$ cat src/rtl/salpm_pkg.sv
// ----------------------------------------------------------------------------
// salpm_pkg: shared types and constants for the axis limit / probe model
// Transfer structs, register indexes, function codes and field widths.
// ----------------------------------------------------------------------------
package salpm_pkg;

   // geometry
   localparam int NUM_AXES_MAX = 3;
   localparam int AXES_DEFAULT = 3;
   localparam int Z_AXIS       = 2;
   localparam int POS_W        = 32;
   localparam int STEPS_W      = 30;
   localparam int MASK_W       = 6;

   // configuration port
   localparam int NUM_REGS   = 8;
   localparam int CSR_IDX_W  = $clog2(NUM_REGS);
   localparam int CSR_DATA_W = STEPS_W;

   localparam logic [CSR_IDX_W-1:0] REG_AXIS_MASKS  = CSR_IDX_W'(0);
   localparam logic [CSR_IDX_W-1:0] REG_TRAVEL_X    = CSR_IDX_W'(1);
   localparam logic [CSR_IDX_W-1:0] REG_TRAVEL_Y    = CSR_IDX_W'(2);
   localparam logic [CSR_IDX_W-1:0] REG_TRAVEL_Z    = CSR_IDX_W'(3);
   localparam logic [CSR_IDX_W-1:0] REG_SEEK_X      = CSR_IDX_W'(4);
   localparam logic [CSR_IDX_W-1:0] REG_SEEK_Y      = CSR_IDX_W'(5);
   localparam logic [CSR_IDX_W-1:0] REG_SEEK_Z      = CSR_IDX_W'(6);
   localparam logic [CSR_IDX_W-1:0] REG_PROBE_TRIP  = CSR_IDX_W'(7);

   // request function codes
   localparam logic [1:0] FUNC_STEP  = 2'd0;
   localparam logic [1:0] FUNC_PROBE = 2'd1;
   localparam logic [1:0] FUNC_PARK  = 2'd2;

   typedef struct packed {
      logic [1:0] func;
      logic [2:0] step_mask;
      logic [2:0] dir_bits;
      logic       probing;
   } req_type;

   typedef struct packed {
      logic [2:0] limit_pins;
      logic       probe_tripped;
      logic       probe_armed;
   } rsp_type;

   // register file contents seen by the datapath
   typedef struct packed {
      logic [NUM_AXES_MAX-1:0]              homes_neg;
      logic [NUM_AXES_MAX-1:0]              pin_invert;
      logic [NUM_AXES_MAX-1:0][STEPS_W-1:0] travel;
      logic [NUM_AXES_MAX-1:0][STEPS_W-1:0] seek_offset;
      logic [STEPS_W-1:0]                   probe_trip;
   } csr_type;

   // per-axis controls for one transfer
   typedef struct packed {
      logic step;
      logic dir;
      logic park;
   } axis_ctl_type;

   // probe controls for one transfer
   typedef struct packed {
      logic eval;
      logic configure;
      logic probing;
   } probe_ctl_type;

endpackage

$ cat src/rtl/salpm_axis.sv
// ----------------------------------------------------------------------------
// salpm_axis: one axis position counter
// Step by one, park near the homing switch, and evaluate the limit trip.
// ----------------------------------------------------------------------------
module salpm_axis (
   input  logic                              clock,
   input  logic                              reset,
   input  salpm_pkg::axis_ctl_type           ctl,
   input  logic                              homes_neg,
   input  logic [salpm_pkg::STEPS_W-1:0]     travel,
   input  logic [salpm_pkg::STEPS_W-1:0]     seek_offset,
   output logic [salpm_pkg::POS_W-1:0]       pos_cur,
   output logic [salpm_pkg::POS_W-1:0]       pos_next,
   output logic                              trip_next
);

   localparam int PW = salpm_pkg::POS_W;
   localparam int SW = salpm_pkg::STEPS_W;

   logic [PW-1:0]        pos_ff;
   logic [PW-1:0]        pos_in;
   logic [PW-1:0]        pos_step;
   logic                 travel_on;
   logic [SW-1:0]        offset_eff;
   logic [SW-1:0]        park_mag;
   logic signed [PW-1:0] park_pos;
   logic signed [PW-1:0] park_neg;
   logic signed [PW-1:0] travel_pos;
   logic signed [PW-1:0] travel_neg;
   logic                 park_move;

   assign travel_on = (travel != '0);

   // single step
   assign pos_step = ctl.dir ? (pos_ff - PW'(1)) : (pos_ff + PW'(1));

   // park spot: travel minus offset, offset falls back to half the travel
   assign offset_eff = (seek_offset >= travel) ? (travel >> 1) : seek_offset;
   assign park_mag   = travel - offset_eff;
   assign park_pos   = $signed({{(PW-SW){1'b0}}, park_mag});
   assign park_neg   = -park_pos;

   always_comb begin
      if (homes_neg) begin
         park_move = travel_on && ($signed(pos_ff) > park_neg);
      end else begin
         park_move = travel_on && ($signed(pos_ff) < park_pos);
      end
   end

   // next position
   always_comb begin
      if (ctl.step) begin
         pos_in = pos_step;
      end else if (ctl.park && park_move) begin
         pos_in = homes_neg ? park_neg : park_pos;
      end else begin
         pos_in = pos_ff;
      end
   end

   // limit trip on the updated position
   assign travel_pos = $signed({{(PW-SW){1'b0}}, travel});
   assign travel_neg = -travel_pos;

   always_comb begin
      if (homes_neg) begin
         trip_next = travel_on && ($signed(pos_in) <= travel_neg);
      end else begin
         trip_next = travel_on && ($signed(pos_in) >= travel_pos);
      end
   end

   always_ff @(posedge clock) begin
      if (reset) begin
         pos_ff <= '0;
      end else begin
         pos_ff <= pos_in;
      end
   end

   assign pos_cur  = pos_ff;
   assign pos_next = pos_in;

endmodule

$ cat config.mk
export PLATFORM = sky130hd
export DESIGN_NAME = salpm_axis
export DESIGN_NICKNAME = d
export VERILOG_FILES = /design/src/rtl/salpm_pkg.sv /design/src/rtl/salpm_axis.sv
export SDC_FILE = /design/constraint.sdc
export NUM_CORES = 1
export LEC_CHECK = 0
export ABC_AREA = 1
export BUFFER_PORTS_ARGS = -buffer_cell sky130_fd_sc_hd__buf_2
export CAP_MARGIN = 20
export CORE_ASPECT_RATIO = 0.75
export CORE_MARGIN = 10
export CORE_UTILIZATION = 25
export CTS_BUF_LIST = sky130_fd_sc_hd__clkbuf_8
export DETAILED_ROUTE_END_ITERATION = 12
export MAX_ROUTING_LAYER = met4
export PLACE_DENSITY = 0.42
export REMOVE_ABC_BUFFERS = 1
export SKIP_LAST_GASP = 1
export SLEW_MARGIN = 10
export SYNTH_ARGS = -nofsm -noshare
export SYNTH_HDL_FRONTEND = slang
export SYNTH_SLANG_ARGS = --single-unit
$ cat constraint.sdc
create_clock -name clock -period 11.9 [get_ports clock]
set_input_delay 1.785 -clock clock [delete_from_list [all_inputs] [get_ports clock]]
set_output_delay 1.785 -clock clock [all_outputs]
set_load 0.01 [all_outputs]
* Word level (Yosys, flattened, before mapping)
Index checks and enable logic that the tools add are counted.
** Cells by class
- Reductions and logical operators :: 6
- Order comparisons :: 5
- Add/subtract/negate cells :: 5
- Mux-type cells :: 7
** Operators by type and width (count)
- two-way mux 32 bit :: 4
- negator 30 -> 32 bit :: 2
- adder 32 x 1 -> 32 bit, second input constant :: 1
- >= comparator 32 x 31 -> 1 bit :: 1
- > comparator 32 bit :: 1
- less-or-equal comparator 32 bit :: 1
- < comparator 32 x 31 -> 1 bit :: 1
- subtractor 32 x 1 -> 32 bit, second input constant :: 1
- >= comparator 30 bit :: 1
- two-way mux 30 bit :: 1
- nonzero test 30 bit :: 1
- subtractor 30 bit :: 1
- logical AND 1 bit :: 5
- two-way mux 1 bit :: 2
** Storage, ports and cells
- Flip-flop bits (word level) :: 32
- Input port bits :: 66
- Output and inout port bits :: 65
- Logic and storage cells :: 24

* Longest topological paths before layout
- Depth in word-level cells :: 13
- Mapped depth :: 72
- Mapped depth without buffers :: 69

* Worst setup path after synthesis
Ideal clock, no wire load.
- Kind :: in2out
- From :: input port travel[15] (netlist name)
- To :: output port trip_next
- Slack :: 0.666 ns
- Data arrival time :: 9.449 ns
- Stages :: 63
- Required time :: 10.115 ns
- Buffers on the path :: 4
- Cells stage by stage :: inv_1 ha_1 a21oi_1 nor2_1 a211oi_1 o21ai_0 nand3_1 a21oi_1 nor3b_1 inv_1 clkbuf_1 buf_1 nand2_1 o21ai_0 ha_1 nand2_1 inv_1 nand2_1 [27 not listed] buf_6 buf_6 o211ai_2 nand2_1 ha_1 nand4_1 nor3_1 a311oi_1 o2111ai_1 nand4_1 inv_1 nor2_1 o221ai_1 a21o_1 a21oi_1 nand2_1 nand2_1 a21oi_1
** On the way
- Longest elaborated chain between the ends :: 13
- Elaborated cells between the ends (all ways) :: 20
- Those cells by class :: 3 x add/sub; 5 x order compare; 6 x mux; 6 x reduce/logical
** RTL lines
- start, declared :: line salpm_axis.sv:10 : input logic [salpm_pkg::STEPS_W-1:0] travel,
- >= comparator 30 bit :: line salpm_axis.sv:38 : assign offset_eff = (seek_offset >= travel) ? (travel >> 1) : seek_offset;
- two-way mux 30 bit :: line salpm_axis.sv:38
- subtractor 30 bit :: line salpm_axis.sv:39 : assign park_mag = travel - offset_eff;
- negator 30 -> 32 bit :: line salpm_axis.sv:41 : assign park_neg = -park_pos;
- > comparator 32 bit :: line salpm_axis.sv:45 : park_move = travel_on && ($signed(pos_ff) > park_neg);
- logical AND 1 bit :: line salpm_axis.sv:45
- two-way mux 1 bit :: line salpm_axis.sv:44 : if (homes_neg) begin
- logical AND 1 bit :: line salpm_axis.sv:55 : end else if (ctl.park && park_move) begin
- two-way mux 32 bit * :: line salpm_axis.sv:55
- two-way mux 32 bit * :: line salpm_axis.sv:53 : if (ctl.step) begin
- named net pos_next (one bit) :: line salpm_axis.sv:13 : output logic [salpm_pkg::POS_W-1:0] pos_next,
- >= comparator 32 x 31 -> 1 bit / less-or-equal comparator 32 bit (equally long branches) :: line salpm_axis.sv:70, salpm_axis.sv:68
- logical AND 1 bit, on equally long branches :: line salpm_axis.sv:70, salpm_axis.sv:68
- two-way mux 1 bit * :: line salpm_axis.sv:67 : if (homes_neg) begin
- end, declared :: line salpm_axis.sv:14 : output logic trip_next
Mark *: on every way through the listed nets, which the timed path passes. The rest lies on a longest branch.

* Worst setup path in the final report
- From :: input port travel[5] (netlist name)
- To :: output port trip_next
** On the way
- Longest elaborated chain between the ends :: 13
- Elaborated cells between the ends (all ways) :: 20
- Those cells by class :: 3 x add/sub; 5 x order compare; 6 x mux; 6 x reduce/logical
** RTL lines (line)
- >= comparator 30 bit :: salpm_axis.sv:38
- two-way mux 30 bit :: salpm_axis.sv:38
- subtractor 30 bit :: salpm_axis.sv:39
- negator 30 -> 32 bit :: salpm_axis.sv:41
- > comparator 32 bit :: salpm_axis.sv:45
- logical AND 1 bit :: salpm_axis.sv:45
- two-way mux 1 bit :: salpm_axis.sv:44
- logical AND 1 bit :: salpm_axis.sv:55
- two-way mux 32 bit :: salpm_axis.sv:55
- two-way mux 32 bit :: salpm_axis.sv:53
- >= comparator 32 x 31 -> 1 bit / less-or-equal comparator 32 bit (equally long branches) :: salpm_axis.sv:70, salpm_axis.sv:68
- logical AND 1 bit, on equally long branches :: salpm_axis.sv:70, salpm_axis.sv:68
- two-way mux 1 bit * :: salpm_axis.sv:67
Mark *: on every way between the ends. The rest lies on a longest branch, timed or not.

==> results.cfg <==
[outcome]
outcome = complete, but fails checks
violations = negative setup slack

[global_routing]
grt_start_max_net_pins = 41
grt_pass1_vias = 12300
grt_usage_pct = 18.3
grt_pass1_wl_um = 69700
antenna_found_initial = 0
grt_overflow = 0

[final_layout]
drive_gt1_share_pct = 33.2
syn_to_final_growth_pct = 47.8
nFillCells = 4437
largest_reg_flops = 32
stdcell_count = 2677
antenna_cells = 0
nets = 2427

[floorplan]
ios = 131
core_area_mm2 = 0.0405
die_w_um = 253
die_h_um = 195
initial_core_util_pct = 25.2
rows = 64
die-area_mm2 = 0.0494

[synth]
synth-seq-cells = 32
avgSynthCellArea_um2 = 6.24
synth_top_cell_area_share_pct = 25.9
ys_seq_area_share_pct = 6.28
ys.flop_type = dfxtp_1
synth_cells = 1637
synth_edf_count = 0
yosys_warnings = 0
syn_area_mm2 = 0.0102
synth_common_cells = nand2_1, ha_1, inv_1, a21oi_1, o21ai_0
ys_async_sr_fraction_pct = 0
ys_top_cells_by_area = ha_1, nand2_1, a21oi_1, inv_1, dfxtp_1
yosysTopAreaCell = ha_1
yosysMostFrequentCell = nand2_1
synth_cell_type_count = 59

[timing]
maxSlewViolCount = 0
max_freq_mhz = 80.6
rsz0062_at_grt = yes
final-setup-viol-count = 1
fin_ws_ps = -502
setup_tns_ps = -502
finalHoldViolCount = 0
worst_slew_pin_slew_ps = 942
timing.final.crit_share_pct = 104
timing.slew.headroom_pct = 36.8
fin_skew_ps = 18.5
fin_crit_ps = 12400

[critical_path]
worstPathArrival_ps = 10620
cp_slowest_stage_delay_ps = 360
startpoint_type = input port
path_common_cell = buf_4
crit-reg2reg-launch = pos_cur[3]
worstPathRequired_ps = 10120
endpoint_kind = output pin
crit_start = travel[5]
crit_type = in2out
critPathMaxFanout = 7
worst_path_max_delay_cell = fa_2

[route]
vias_per_cell = 4.72
ant_nets = 0
drt-total-wl_um = 45000
wl_per_cell_um = 16.8
drc_errors = 0
drtIter0Drc = 649
firstDrtPassIters = 5
vias = 12600

[power]
irDropWorstVdd_v = 0.0000429
p_leak_nw = 8.08
finalPower_mw = 1.84
power_density_mw_per_mm2 = 122

[clock_tree]
cts.reportedPaths.clkPinSlew_ps = 80
cts_hold_buf = 0
clock-sinks = 32
numCtsBuffers = 5
cts_tree = built
root_buffer = clkbuf_8
htree_levels = 2
clkLatencyLatePin_ps = 330
clockBufferDepth = 2

[placement]
hpwl_um = 39200
io_buffer_count = 130
gp_congestion = 0.923
numPlacedInstances = 2629

[hold_path]
min-delay-path-class = reg2reg
worstHoldStart = pos_cur[5]

[run]
maxCapViolCount = 0
==> cell usage in the layout (no fill, tap or decap), types with 39 or more instances in the layout <==
master / instances
buf_4: 392
buf_2: 130
xor2_1: 52
ha_1: 203
nor2_1: 103
nand2_2: 39
o21ai_0: 94
nand3_1: 58
a21oi_1: 147
nand2_1: 366
inv_1: 196
==> where the power goes <==
part / internal [mW] / total (mW) / switching [mW]
sequential: 0.125 / 0.164 / 0.0386
clock: 0.0456 / 0.0985 / 0.0529
combinational: 0.692 / 1.57 / 0.882
total: 0.863 / 1.84 / 0.974
==> path summary, 6_finish.rpt <==
kind	endpoint	slack, ps	depth (start not counted)
setup / recovery	trip_next	-500	65
hold / removal	pos_cur[5]	680	2
setup reg to reg	pos_cur[23]	7990	17
hold reg to reg	pos_cur[5]	680	2
==> kinds of logic (layout without fill, tap and decap cells) <==
kind of cell | Yosys count | after routing | synth area share [%]
adders and majority gates | 213 | 213 | 26.3
DFF | 32 | 32 | 6.28
buffers and inverters | 240 | 752 | 9.24
AOI/OAI and AO/OA | 386 | 386 | 22.5
and+or+nand+nor | 701 | 701 | 30.1
xor gates and xnor gates | 65 | 65 | 5.65
==> through the flow <==
stage / util (%) / setup WS, ps / cell area [µm²] / hold WS [ps]
final: 37.2 / -502 / 15100 / 678
after global routing: 37.2 / -1160 / 15100 / 689
after CTS: 36.1 / -558 / 14600 / 680
after detailed placement: 34.9 / -1340 / 14100 / 667
after global placement: 34.9 / -1130 / 14100 / 672
after floorplan: - / 67.7 / 10100 / 635
==> area by class of cell <==
class	instances	area [µm²]	share of cell area (%)
repair buffers	530	3750	24.8
well taps	528	661	4.38
multi-input cells	1365	9140	60.6
inverters	214	811	5.37
flip-flops and latches	32	641	4.25
clock buffers	6	82.6	0.547
clock inverters	2	7.51	0.0498
==> worst max-delay path, delay by kind of cell <==
kind,cells,cell delay (ps)
buffers and inverters,20,2520
adders and majority gates,5,1420
AOI/OAI and AO/OA,14,2090
and+or+nand+nor,26,2760
==> routing by layer <==
metal / up-vias / GRT usage, % / part of all wire [%] / wire (µm)
met2: 246 / 25.3 / 39 / 17700
met5: - / - / 0 / 0
met4: 0 / 3.27 / 1.2 / 548
met1: 5751 / 27.5 / 55 / 24600
met3: 21 / 2.14 / 4.5 / 2030
li1: 6626 / - / - / -
==> timing repair <==
item | CTS | global route
setup endpoints to repair | 1 | 1
resized for setup | 61 | 81
gates cloned | 1 | 0
buffers inserted | 19 | 20
pin swaps | 26 | 60
No activity file was read; power rests on OpenSTA's default activity.
